===== src/rtl/core/spq_pkg.sv =====
// ----------------------------------------------------------------------------
// spq_pkg
// shared types and constants for the sorted priority queue
// ----------------------------------------------------------------------------
package spq_pkg;

    localparam int DEF_CAPACITY = 16;
    localparam int DATA_W       = 32;
    localparam int PRIO_W       = 8;
    localparam int STATUS_W     = 2;
    localparam int COUNT_W      = 5;
    localparam int ENTRY_W      = DATA_W + PRIO_W;

    typedef enum logic [0:0] {
        FUNC_INSERT = 1'b0,
        FUNC_DELETE = 1'b1
    } spq_func_t;

    typedef enum logic [STATUS_W-1:0] {
        STATUS_OK        = 2'd0,
        STATUS_UNDERFLOW = 2'd1,
        STATUS_OVERFLOW  = 2'd2
    } spq_status_t;

    typedef enum logic [2:0] {
        ST_IDLE,
        ST_INS_CMP,
        ST_INS_PUT,
        ST_DEL_RD,
        ST_RESP
    } spq_state_t;

    typedef struct packed {
        spq_status_t               status;
        logic signed [DATA_W-1:0]  removed_data;
        logic        [PRIO_W-1:0]  removed_priority;
        logic        [COUNT_W-1:0] entry_count;
    } spq_result_t;

endpackage


===== src/rtl/core/spq_if.sv =====
// ----------------------------------------------------------------------------
// spq_in_if / spq_out_if
// valid/ready channels for queue commands and queue responses
// ----------------------------------------------------------------------------
interface spq_in_if
    import spq_pkg::*;
();
    logic                     valid;
    logic                     ready;
    logic                     func;
    logic signed [DATA_W-1:0] item_data;
    logic        [PRIO_W-1:0] item_priority;

    modport source (output valid, input ready, output func, output item_data,
                    output item_priority);
    modport sink   (input valid, output ready, input func, input item_data,
                    input item_priority);
endinterface

interface spq_out_if
    import spq_pkg::*;
();
    logic                      valid;
    logic                      ready;
    logic        [STATUS_W-1:0] status;
    logic signed [DATA_W-1:0]  removed_data;
    logic        [PRIO_W-1:0]  removed_priority;
    logic        [COUNT_W-1:0] entry_count;

    modport source (output valid, input ready, output status, output removed_data,
                    output removed_priority, output entry_count);
    modport sink   (input valid, output ready, input status, input removed_data,
                    input removed_priority, input entry_count);
endinterface


===== src/rtl/core/sorted_priority_queue_top.sv =====
// ----------------------------------------------------------------------------
// sorted_priority_queue_top
// bounded priority queue, lowest priority value served first
//
// cmd carries one transaction per operation: func selects insert or delete,
// item_data and item_priority give the entry to insert. rsp returns exactly
// one transaction per command with status, the removed entry on a delete
// and the number of entries held afterwards.
// entries sit in one ram as a circular list in sorted order from the head;
// equal priorities keep arrival order.
// overflow and underflow go straight to the response; an insert into an
// empty queue writes at the tail, a delete reads the head entry, and any
// other insert walks back from the tail and moves every held entry with a
// strictly larger priority down one slot (one ram read and write per moved
// slot) before it writes the new entry into the hole.
// cmd is taken again in the cycle after the response is registered.
// reset empties the queue at once; ram contents are not cleared.
// a stalled receiver holds the response register; the next command is still
// accepted and runs up to its own response, which then waits for the slot.
// ----------------------------------------------------------------------------
module sorted_priority_queue_top
    import spq_pkg::*;
#(
    parameter int CAPACITY = DEF_CAPACITY
) (
    input  logic      clk,
    input  logic      rst_n,
    spq_in_if.sink    cmd,
    spq_out_if.source rsp
);

    localparam int PW = $clog2(CAPACITY);

    logic               res_free;
    logic               res_valid;
    spq_result_t        res;
    logic               mem_rd_en;
    logic [PW-1:0]      mem_rd_addr;
    logic [ENTRY_W-1:0] mem_rd_data;
    logic               mem_wr_en;
    logic [PW-1:0]      mem_wr_addr;
    logic [ENTRY_W-1:0] mem_wr_data;

    spq_ctrl #(
        .CAPACITY (CAPACITY)
    ) u_ctrl (
        .clk         (clk),
        .rst_n       (rst_n),
        .cmd         (cmd),
        .res_free    (res_free),
        .res_valid   (res_valid),
        .res         (res),
        .mem_rd_en   (mem_rd_en),
        .mem_rd_addr (mem_rd_addr),
        .mem_rd_data (mem_rd_data),
        .mem_wr_en   (mem_wr_en),
        .mem_wr_addr (mem_wr_addr),
        .mem_wr_data (mem_wr_data)
    );

    spq_ram #(
        .WIDTH (ENTRY_W),
        .DEPTH (CAPACITY)
    ) u_ram (
        .clk     (clk),
        .wr_en   (mem_wr_en),
        .wr_addr (mem_wr_addr),
        .wr_data (mem_wr_data),
        .rd_en   (mem_rd_en),
        .rd_addr (mem_rd_addr),
        .rd_data (mem_rd_data)
    );

    spq_out_stage u_out (
        .clk       (clk),
        .rst_n     (rst_n),
        .res_valid (res_valid),
        .res       (res),
        .res_free  (res_free),
        .rsp       (rsp)
    );

endmodule


===== src/rtl/core/spq_ram.sv =====
// ----------------------------------------------------------------------------
// spq_ram
// generic single-clock ram, one write port and one registered read port
// ----------------------------------------------------------------------------
module spq_ram #(
    parameter int WIDTH = 8,
    parameter int DEPTH = 16
) (
    input  logic                     clk,
    input  logic                     wr_en,
    input  logic [$clog2(DEPTH)-1:0] wr_addr,
    input  logic [WIDTH-1:0]         wr_data,
    input  logic                     rd_en,
    input  logic [$clog2(DEPTH)-1:0] rd_addr,
    output logic [WIDTH-1:0]         rd_data
);

    logic [WIDTH-1:0] mem [DEPTH];
    logic [WIDTH-1:0] rd_data_reg;

    always_ff @(posedge clk)
    begin
        if (wr_en)
        begin
            mem[wr_addr] <= wr_data;
        end
        if (rd_en)
        begin
            rd_data_reg <= mem[rd_addr];
        end
    end

    assign rd_data = rd_data_reg;

endmodule


===== src/rtl/core/spq_ctrl.sv =====
// ----------------------------------------------------------------------------
// spq_ctrl
// sequencer that keeps the ram sorted as a circular list from the head
// ----------------------------------------------------------------------------
module spq_ctrl
    import spq_pkg::*;
#(
    parameter int CAPACITY = DEF_CAPACITY
) (
    input  logic                        clk,
    input  logic                        rst_n,
    spq_in_if.sink                      cmd,
    input  logic                        res_free,
    output logic                        res_valid,
    output spq_result_t                 res,
    output logic                        mem_rd_en,
    output logic [$clog2(CAPACITY)-1:0] mem_rd_addr,
    input  logic [ENTRY_W-1:0]          mem_rd_data,
    output logic                        mem_wr_en,
    output logic [$clog2(CAPACITY)-1:0] mem_wr_addr,
    output logic [ENTRY_W-1:0]          mem_wr_data
);

    localparam int PW = $clog2(CAPACITY);
    localparam int CW = $clog2(CAPACITY + 1);

    spq_state_t               state_reg, state_next;
    logic [PW-1:0]            head_reg, head_next;
    logic [CW-1:0]            count_reg, count_next;
    logic [PW-1:0]            hole_reg, hole_next;
    logic [PW-1:0]            prev_reg, prev_next;
    logic [CW-1:0]            left_reg, left_next;
    logic signed [DATA_W-1:0] new_data_reg, new_data_next;
    logic [PRIO_W-1:0]        new_prio_reg, new_prio_next;
    spq_status_t              status_reg, status_next;
    logic signed [DATA_W-1:0] rm_data_reg, rm_data_next;
    logic [PRIO_W-1:0]        rm_prio_reg, rm_prio_next;

    logic [PW:0]              tail_sum;
    logic [PW-1:0]            tail;
    logic                     full;
    logic                     empty;
    logic [PRIO_W-1:0]        rd_prio;

    function automatic logic [PW-1:0] ptr_inc(input logic [PW-1:0] p);
        ptr_inc = (p == PW'(CAPACITY - 1)) ? '0 : p + PW'(1);
    endfunction

    function automatic logic [PW-1:0] ptr_dec(input logic [PW-1:0] p);
        ptr_dec = (p == '0) ? PW'(CAPACITY - 1) : p - PW'(1);
    endfunction

    // physical slot just past the last held entry
    assign tail_sum = (PW+1)'(head_reg) + (PW+1)'(count_reg);
    assign tail     = (tail_sum >= (PW+1)'(CAPACITY)) ?
                      PW'(tail_sum - (PW+1)'(CAPACITY)) : PW'(tail_sum);
    assign full     = (count_reg == CW'(CAPACITY));
    assign empty    = (count_reg == '0);
    assign rd_prio  = mem_rd_data[PRIO_W-1:0];

    always_ff @(posedge clk or negedge rst_n)
    begin
        if (!rst_n)
        begin
            state_reg <= ST_IDLE;
            head_reg  <= '0;
            count_reg <= '0;
        end
        else
        begin
            state_reg <= state_next;
            head_reg  <= head_next;
            count_reg <= count_next;
        end
    end

    always_ff @(posedge clk)
    begin
        hole_reg     <= hole_next;
        prev_reg     <= prev_next;
        left_reg     <= left_next;
        new_data_reg <= new_data_next;
        new_prio_reg <= new_prio_next;
        status_reg   <= status_next;
        rm_data_reg  <= rm_data_next;
        rm_prio_reg  <= rm_prio_next;
    end

    always_comb
    begin
        state_next    = state_reg;
        head_next     = head_reg;
        count_next    = count_reg;
        hole_next     = hole_reg;
        prev_next     = prev_reg;
        left_next     = left_reg;
        new_data_next = new_data_reg;
        new_prio_next = new_prio_reg;
        status_next   = status_reg;
        rm_data_next  = rm_data_reg;
        rm_prio_next  = rm_prio_reg;
        cmd.ready     = 1'b0;
        res_valid     = 1'b0;
        mem_rd_en     = 1'b0;
        mem_rd_addr   = head_reg;
        mem_wr_en     = 1'b0;
        mem_wr_addr   = hole_reg;
        mem_wr_data   = {new_data_reg, new_prio_reg};

        unique case (state_reg)
            ST_IDLE:
            begin
                cmd.ready = 1'b1;
                if (cmd.valid)
                begin
                    new_data_next = cmd.item_data;
                    new_prio_next = cmd.item_priority;
                    status_next   = STATUS_OK;
                    rm_data_next  = '0;
                    rm_prio_next  = '0;
                    if (spq_func_t'(cmd.func) == FUNC_INSERT)
                    begin
                        if (full)
                        begin
                            status_next = STATUS_OVERFLOW;
                            state_next  = ST_RESP;
                        end
                        else if (empty)
                        begin
                            mem_wr_en   = 1'b1;
                            mem_wr_addr = tail;
                            mem_wr_data = {cmd.item_data, cmd.item_priority};
                            count_next  = count_reg + CW'(1);
                            state_next  = ST_RESP;
                        end
                        else
                        begin
                            // walk back from the tail, opening a hole
                            mem_rd_en   = 1'b1;
                            mem_rd_addr = ptr_dec(tail);
                            hole_next   = tail;
                            prev_next   = ptr_dec(tail);
                            left_next   = count_reg;
                            state_next  = ST_INS_CMP;
                        end
                    end
                    else
                    begin
                        if (empty)
                        begin
                            status_next = STATUS_UNDERFLOW;
                            state_next  = ST_RESP;
                        end
                        else
                        begin
                            mem_rd_en   = 1'b1;
                            mem_rd_addr = head_reg;
                            state_next  = ST_DEL_RD;
                        end
                    end
                end
            end

            ST_INS_CMP:
            begin
                mem_wr_en   = 1'b1;
                mem_wr_addr = hole_reg;
                if (rd_prio > new_prio_reg)
                begin
                    // strictly later priority moves down one slot
                    mem_wr_data = mem_rd_data;
                    hole_next   = prev_reg;
                    left_next   = left_reg - CW'(1);
                    if (left_reg == CW'(1))
                    begin
                        state_next = ST_INS_PUT;
                    end
                    else
                    begin
                        mem_rd_en   = 1'b1;
                        mem_rd_addr = ptr_dec(prev_reg);
                        prev_next   = ptr_dec(prev_reg);
                    end
                end
                else
                begin
                    count_next = count_reg + CW'(1);
                    state_next = ST_RESP;
                end
            end

            ST_INS_PUT:
            begin
                mem_wr_en  = 1'b1;
                count_next = count_reg + CW'(1);
                state_next = ST_RESP;
            end

            ST_DEL_RD:
            begin
                rm_data_next = mem_rd_data[ENTRY_W-1:PRIO_W];
                rm_prio_next = rd_prio;
                head_next    = ptr_inc(head_reg);
                count_next   = count_reg - CW'(1);
                state_next   = ST_RESP;
            end

            ST_RESP:
            begin
                if (res_free)
                begin
                    res_valid  = 1'b1;
                    state_next = ST_IDLE;
                end
            end

            default:
            begin
                state_next = ST_IDLE;
            end
        endcase
    end

    always_comb
    begin
        res.status           = status_reg;
        res.removed_data     = rm_data_reg;
        res.removed_priority = rm_prio_reg;
        res.entry_count      = COUNT_W'(count_reg);
    end

endmodule


===== src/rtl/core/spq_out_stage.sv =====
// ----------------------------------------------------------------------------
// spq_out_stage
// response register that holds a result until the receiver takes it
// ----------------------------------------------------------------------------
module spq_out_stage
    import spq_pkg::*;
(
    input  logic        clk,
    input  logic        rst_n,
    input  logic        res_valid,
    input  spq_result_t res,
    output logic        res_free,
    spq_out_if.source   rsp
);

    logic        valid_reg, valid_next;
    spq_result_t data_reg;

    assign res_free = !valid_reg || rsp.ready;

    always_comb
    begin
        valid_next = valid_reg;
        if (res_valid)
        begin
            valid_next = 1'b1;
        end
        else if (rsp.ready)
        begin
            valid_next = 1'b0;
        end
    end

    always_ff @(posedge clk or negedge rst_n)
    begin
        if (!rst_n)
        begin
            valid_reg <= 1'b0;
        end
        else
        begin
            valid_reg <= valid_next;
        end
    end

    always_ff @(posedge clk)
    begin
        if (res_valid)
        begin
            data_reg <= res;
        end
    end

    assign rsp.valid            = valid_reg;
    assign rsp.status           = data_reg.status;
    assign rsp.removed_data     = data_reg.removed_data;
    assign rsp.removed_priority = data_reg.removed_priority;
    assign rsp.entry_count      = data_reg.entry_count;

endmodule

===== src/flat_wrapper.sv =====
// flat-port wrapper written by rule: the top's interface ports become plain ports
module sorted_priority_queue_top_flat import spq_pkg::*;
#(
    parameter int CAPACITY = DEF_CAPACITY
)
  (clk, rst_n, cmd_valid, cmd_ready, cmd_func, cmd_item_data, cmd_item_priority, rsp_valid, rsp_ready, rsp_status, rsp_removed_data, rsp_removed_priority, rsp_entry_count);
  spq_in_if cmd_i ();
  spq_out_if rsp_i ();
  input  logic clk;
  input  logic rst_n;
  input wire logic [$bits(cmd_i.valid)-1:0] cmd_valid;
  output wire logic [$bits(cmd_i.ready)-1:0] cmd_ready;
  input wire logic [$bits(cmd_i.func)-1:0] cmd_func;
  input wire logic [$bits(cmd_i.item_data)-1:0] cmd_item_data;
  input wire logic [$bits(cmd_i.item_priority)-1:0] cmd_item_priority;
  output wire logic [$bits(rsp_i.valid)-1:0] rsp_valid;
  input wire logic [$bits(rsp_i.ready)-1:0] rsp_ready;
  output wire logic [$bits(rsp_i.status)-1:0] rsp_status;
  output wire logic [$bits(rsp_i.removed_data)-1:0] rsp_removed_data;
  output wire logic [$bits(rsp_i.removed_priority)-1:0] rsp_removed_priority;
  output wire logic [$bits(rsp_i.entry_count)-1:0] rsp_entry_count;
  assign cmd_i.valid = cmd_valid;
  assign cmd_ready = cmd_i.ready;
  assign cmd_i.func = cmd_func;
  assign cmd_i.item_data = cmd_item_data;
  assign cmd_i.item_priority = cmd_item_priority;
  assign rsp_valid = rsp_i.valid;
  assign rsp_i.ready = rsp_ready;
  assign rsp_status = rsp_i.status;
  assign rsp_removed_data = rsp_i.removed_data;
  assign rsp_removed_priority = rsp_i.removed_priority;
  assign rsp_entry_count = rsp_i.entry_count;
  sorted_priority_queue_top #(.CAPACITY(CAPACITY)) u_core (.clk(clk), .rst_n(rst_n), .cmd(cmd_i), .rsp(rsp_i));
endmodule

===== config.mk =====
export PLATFORM = sky130hd
export DESIGN_NAME = sorted_priority_queue_top_flat
export DESIGN_NICKNAME = d
export VERILOG_FILES = /design/src/rtl/core/spq_pkg.sv /design/src/rtl/core/spq_if.sv /design/src/rtl/core/sorted_priority_queue_top.sv /design/src/rtl/core/spq_ram.sv /design/src/rtl/core/spq_ctrl.sv /design/src/rtl/core/spq_out_stage.sv /design/src/flat_wrapper.sv
export SDC_FILE = /design/constraint.sdc
export NUM_CORES = 1
export LEC_CHECK = 0
export ABC_AREA = 1
export BUFFER_PORTS_ARGS = -buffer_cell sky130_fd_sc_hd__buf_2
export CORE_MARGIN = 10
export CORE_UTILIZATION = 56
export CTS_CLUSTER_SIZE = 25
export DETAILED_ROUTE_END_ITERATION = 7
export GPL_ROUTABILITY_DRIVEN = 0
export PLACE_DENSITY_LB_ADDON = 0.12
export SETUP_SLACK_MARGIN = 0.3
export SLEW_MARGIN = 20
export SYNTH_ARGS = -nofsm -noshare
export SYNTH_HDL_FRONTEND = slang
export SYNTH_HIERARCHICAL = 1
export SYNTH_SLANG_ARGS = --single-unit

===== constraint.sdc =====
create_clock -name clk -period 6.12 [get_ports clk]
set_input_delay 0.612 -clock clk [delete_from_list [all_inputs] [get_ports clk]]
set_output_delay 0.612 -clock clk [all_outputs]
set_load 0.005 [all_outputs]

# ---- Yosys cells after proc, flatten, opt, wreduce, memory -nomap -nowiden
# Memory sizes are Yosys's and may differ from the RTL's. A register that Yosys moved wholly into a read port is not among the register bits.
# Index checks and enable logic that the tools add are counted.
dict set report word_totals {
  register_bits 155
  mem_bits_rw 640
  mem_count 1
}
dict set report classes {
  n_addsub 8
  n_lt_le_gt_ge 2
  eq_ne 17
  muxes 82
  reduce_logical 18
}
# name depth word_bits rd rd_clocked_by_memory_dff wr line_no
set mem_list {}
lappend mem_list {u_core.u_ram.mem 16 40 1 1 1 spq_ram.sv:18} ;# logic [WIDTH-1:0] mem [DEPTH];
# operator n
set op_table {}
lappend op_table {{two-way mux 40 bit} 5}
lappend op_table {{two-way mux 4 bit} 26}
lappend op_table {{one-hot mux 40 bit (2 select lines)} 1}
lappend op_table {{one-hot mux 32 bit (2 select lines)} 1}
lappend op_table {{two-way mux 5 bit} 10}
lappend op_table {{two-way mux 32 bit} 1}
lappend op_table {{two-way mux 3 bit} 8}
lappend op_table {{one-hot mux 4 bit (2 select lines)} 3}
lappend op_table {{one-hot mux 5 bit (4 select lines)} 1}
lappend op_table {{two-way mux 1 bit} 18}
lappend op_table {{inequality test 2 bit (second input constant)} 8}
lappend op_table {{one-hot mux 8 bit (2 select lines)} 1}
lappend op_table {{one-hot mux 3 bit (4 select lines)} 1}
lappend op_table {{AND reduction 6 bit} 2}
lappend op_table {{subtractor 4 x 1 -> 4 bit (second input constant)} 3}
lappend op_table {{one-hot mux 5 bit (2 select lines)} 1}
lappend op_table {{subtractor 5 x 1 -> 5 bit (second input constant)} 2}
lappend op_table {{greater-than comparator 8 bit} 1}
lappend op_table {{logical NOT 4 bit} 2}
lappend op_table {{two-way mux 8 bit} 1}
lappend op_table {{AND reduction 7 bit} 1}
lappend op_table {{equality test 3 x 2 -> 1 bit (second input constant)} 2}
lappend op_table {{nonzero test 2 bit} 3}
lappend op_table {{adder 4 x 5 -> 5 bit} 1}
lappend op_table {{other kinds (20)} 24}

# ---- Longest topological paths before layout
dict set report depth {
  ltp_word 10
  mapped_depth 25
  depth_no_buf 22
}

# ---- By module
# Netlist, hierarchy kept.
# mod n_inst cells_each area_each_um2
set by_module_without_submodules {}
lappend by_module_without_submodules {spq_ram 1 2645 28691.3}
lappend by_module_without_submodules {spq_ctrl 1 617 5733.0}
lappend by_module_without_submodules {spq_out_stage 1 52 1456.4}

# ---- Worst setup path before layout
# No wires, ideal clock.
dict set report synth_timing {
  path_kind {input to register}
  startpoint {input port rsp_ready}
  endpoint {register u_core.u_out.data_reg (netlist bit u_core/u_out/rsp.entry_count[0]), enable pin}
  setup_ns 0.571
  arrival_ns 5.271
  t_required_ns 5.549
  setup_slack_ns 0.278
  path_stages 4
  path_buffers 0
  path_cell_list {inv_1 > nand2_2 > inv_1 > nor4_1}
}
dict set report synth_via {
  elab_chain_cells 3
}
# item line_no
set synth_lines {}
lappend synth_lines {{from (decl)} flat_wrapper.sv:17} ;# input wire logic [$bits(rsp_i.ready)-1:0] rsp_ready;
lappend synth_lines {{logical OR 1 bit} spq_out_stage.sv:19} ;# assign res_free = !valid_reg || rsp.ready;
lappend synth_lines {{named net u_core.res_free} sorted_priority_queue_top.sv:34} ;# logic res_free;
lappend synth_lines {{two-way mux 1 bit} spq_ctrl.sv:210} ;# if (res_free)
lappend synth_lines {{two-way mux 1 bit} spq_ctrl.sv:110} ;# unique case (state_reg)
lappend synth_lines {{named net u_core.res_valid} sorted_priority_queue_top.sv:35} ;# logic res_valid;
lappend synth_lines {{to (signal assigned)} spq_out_stage.sv:50} ;# data_reg <= res;
lappend synth_lines {{to (decl)} spq_out_stage.sv:17} ;# spq_result_t data_reg;
# The timed path passes the listed nets, and every way through them passes these cells.
# A chain may end at the register's enable or synchronous reset.

# ---- Worst setup path in the final report
dict set report layout_timing {
  startpoint {register u_core.u_ctrl.count_reg[0]}
  endpoint {register u_core.u_ram.rd_data_reg[7], in the netlist u_core/u_ram/rd_data[7], read port of u_core.u_ram.mem, data pin}
}
dict set report layout_via {
  elab_chain_cells 10
  word_cells_on_any_way 19
  cone_classes {add/sub: 3; order compare: 1; eq/ne: 1; mux: 12; reduce/logical: 2}
}
# item line_no
set layout_lines {}
lappend layout_lines {{from (decl)} spq_ctrl.sv:29} ;# logic [CW-1:0] count_reg, count_next;
lappend layout_lines {{from (signal assigned)} spq_ctrl.sv:73} ;# count_reg <= count_next;
lappend layout_lines {{adder 4 x 5 -> 5 bit} spq_ctrl.sv:54} ;# assign tail_sum = (PW+1)'(head_reg) + (PW+1)'(count_reg);
lappend layout_lines {{subtractor 4 x 1 -> 4 bit or >= comparator 5 bit (tied branches)} {spq_ctrl.sv:56, spq_ctrl.sv:55}}
lappend layout_lines {{two-way mux 4 bit} spq_ctrl.sv:55} ;# assign tail = (tail_sum >= (PW+1)'(CAPACITY)) ?
lappend layout_lines {{subtractor 4 x 1 -> 4 bit or logical NOT 4 bit (tied branches)} spq_ctrl.sv:50} ;# ptr_dec = (p == '0) ? PW'(CAPACITY - 1) : p - PW'(1);
lappend layout_lines {{two-way mux 4 bit} spq_ctrl.sv:50}
lappend layout_lines {{two-way mux 4 bit} spq_ctrl.sv:128} ;# else if (empty)
lappend layout_lines {{two-way mux 4 bit (*)} spq_ctrl.sv:123} ;# if (full)
lappend layout_lines {{two-way mux 4 bit (*)} spq_ctrl.sv:121} ;# if (spq_func_t'(cmd.func) == FUNC_INSERT)
lappend layout_lines {{two-way mux 4 bit (*)} spq_ctrl.sv:114} ;# if (cmd.valid)
lappend layout_lines {{one-hot mux 4 bit (2 select lines) (*)} spq_ctrl.sv:110}
lappend layout_lines {{named net u_core.mem_rd_addr[0]} sorted_priority_queue_top.sv:38} ;# logic [PW-1:0] mem_rd_addr;
lappend layout_lines {{to (decl)} spq_ram.sv:19} ;# logic [WIDTH-1:0] rd_data_reg;
# The timed path passes the listed nets; every way through them passes the cells marked *.

==> results.yml <==
logic_synthesis:
  netlist_instances: 3314
  synth-xor-area-share: 0.00244
  ys_ff_latch: 835
  synth_fa_ha_area_frac: 0.00809
  synth-simple-area-share: 0.198
  syn_avg_cell_area_um2: 10.8
  synth.cell_area_mm2: 0.0359
  postSynth.asyncResetShare: 0.0156
  yosysWarnings: 6
  yosysUniqueCellTypes: 40
  synth_mux_area_frac: 0.000279
  synth-compound-area-share: 0.00812
  synth_flop_cell: "edfxtp_1"
  synth_top_family_by_area: "simple AND/OR/NAND/NOR gates"
  syn_nets: 3381
  synth_edf_count: 822
  seq_area_frac_synth: 0.697
detailed_routing:
  wire_per_inst_um: 21.2
  ant_nets: 0
  drt_pass1_iterations: 6
  wl_um: 91100
  routed_via_density: 5.51
  drc_errors: 0
  initialDrtViolationCount: 2598
  routed-via-count: 23700
clock_network:
  clkSinkCount: 835
  clockBufferDepth: 3
  numCtsBuffers: 85
  cts_setup_buffers: 0
  cts_max_level: 3
  cts.repair.resized: 0
  clk_pin_slew_ns: 0.06
  cts_tree: "built"
  root_buffer: "clkbuf_16"
  holdBufCountCts: 1
  clkLatencyLatePin_ns: 0.64
layout:
  drive_gt1_frac: 0.103
  fillers: 4948
  syn2layout_area_growth_pct: 10.9
  largest_reg_flops: 640
  nets: 3459
run_status:
  outcome: "finished clean"
hold_path:
  hold_path.class: "in -> reg"
sta:
  hold_viol_final: 0
  rsz0062_at_grt: "false"
  max_freq_mhz: 216
  period_minus_slack_ns: 4.62
  setup_viol: 0
  fin_crit_sh: 0.755
  worst_slack_ns: 1.50
  tightest_slew_ns: 1.17
  finalMaxSlewViolations: 0
  skew_ns: 0.0225
  maxSlewHeadroom: 0.219
  timing.setup.tns_ns: 0
die:
  io_pins: 94
  chipWidth_um: 273
  fp.dieArea_mm2: 0.0746
  initial_core_util: 0.567
  rows: 92
  core_mm2: 0.0633
  chipHeight_um: 273
worst_setup_path:
  worstPathArrival_ns: 5.00
  cp_max_fo: 122
  critPathLaunchType: "flop"
  critPathCaptureType: "flop"
  worstPathRequired_ns: 6.50
  critical_path_class: "reg -> reg"
placed_design:
  pre_cts_ws_ns: 1.65
  place.port_buffers: 93
  dp_hpwl_um: 47700
power:
  ir_drop_uv: 589
  p_leak_nw: 16.7
  total_power_mw: 22.1
  powerDensity_mw_per_mm2: 555
run:
  cap_violations: 0
grt:
  grt_use_total: 0.242
  grt_max_degree: 185
  gr-total-overflow: 0
  grt_pass1_wl_um: 137000
  antenna_found_initial: 3
  first_global_vias: 22600
[per-layer routing]
metal  track usage  up-vias  routed length (µm)
met5             0        -                  13
met4        0.0813        2                2370
met3        0.0446      163                8310
met2         0.389     1072               42700
met1         0.330    11500               37800
li1              -    10900                   -
[cells in the mapped netlist, types with 3 or more instances]
cell type,number,area (µm²)
nor2_1,78,293
nor3_1,3,15.0
ha_1,20,250
clkbuf_1,22,82.6
buf_6,19,214
inv_4,4,25.0
nand3_1,538,2690
xnor2_1,4,35.0
inv_2,7,26.3
nand4_1,4,25.0
o21ai_1,10,50.1
edfxtp_1,822,24700
inv_1,567,2130
nand2_2,44,275
buf_1,14,52.6
buf_2,68,340
o21ai_0,19,95.1
dfrtp_1,13,325
xor2_1,6,52.6
nand2_1,990,3720
buf_4,28,210
a21oi_1,11,55.1
[report_power, final]
group / internal, mW / switching, mW / total (mW)
clock network: 2.82 / 2.14 / 4.96
logic: 2.26 / 6.33 / 8.59
registers: 8.15 / 0.384 / 8.54
total: 13.2 / 8.85 / 22.1
[worst paths after layout]
check	start	end	slack, ns	depth (start not counted)
setup / recovery	u_core/u_ctrl/count_reg[0]	u_core/u_ram/rd_data[7]	1.50	18
hold / removal	cmd_item_data[6]	u_core/u_ctrl/new_data_reg[6]	0.17	1
setup reg to reg	u_core/u_ctrl/count_reg[0]	u_core/u_ram/rd_data[7]	1.50	18
hold reg to reg	u_core/u_ctrl/rm_data_reg[18]	u_core/u_out/rsp.removed_data[18]	0.41	0
max in group asynchronous	rst_n	u_core/u_ctrl/head_reg[3]	5.46	2
min in group asynchronous	rst_n	u_core/u_ctrl/state_reg[2]	0.41	2
[per-stage QoR]
stage	hold WS (ns)	cells	util	area, µm²
2_1_floorplan	0.316	3314	-	35900
3_3_place_gp	0.402	4150	0.586	37100
3_5_place_dp	0.405	4150	0.586	37100
4_1_cts	0.142	4304	0.629	39800
5_1_grt	0.163	4304	0.629	39800
6_report	0.170	4305	0.629	39800
[final cells by class]
class	instances	area, µm²	area share
flip-flops and latches	835	25000	0.628
repair buffers	142	886	0.0223
diodes	1	2.50	0.0000629
well taps	846	1060	0.0266
inverters	579	2190	0.0551
multi-input cells	1749	7990	0.201
clock buffers	104	2280	0.0573
clock inverters	49	384	0.00965
[critical path, stage by stage (launching register included)]
cell      delay (ns)
dfrtp_1         0.42
ha_1            0.25
fa_1            0.48
inv_1           0.11
ha_1            0.17
inv_1           0.05
nor2_1          0.21
nand3_1         0.12
nand2_1         0.12
a21oi_1         0.11
nand2_4         0.59
clkinv_8        0.64
buf_12          0.47
nand2_1         0.13
nand2_1         0.05
nand2_1         0.05
nand3_1         0.08
nand3_1         0.11
nand2_1         0.06
[cells by family (layout without fill, tap and decap cells)]
| group | count (synthesis) | count (layout) |
|---|---|---|
| other | 0 | 1 |
| AND/OR/NAND/NOR | 1665 | 1665 |
| flip-flops | 835 | 835 |
| XOR/XNOR | 10 | 10 |
| adder cells (fa/ha/maj) | 22 | 22 |
| AO/OA/AOI/OAI | 51 | 51 |
| buffers and inverters | 730 | 874 |
| multiplexers | 1 | 1 |
[cells in the final DEF, fill, tap and decap left out, types with 18 or more instances in the layout]
master,count
o21ai_0,18
edfxtp_1,822
clkbuf_16,87
nand3_1,537
ha_1,20
nand2_2,45
nor2_1,61
buf_4,44
inv_1,566
buf_2,93
nand2_1,986
Note: power is estimated with default switching activity, not from simulation.
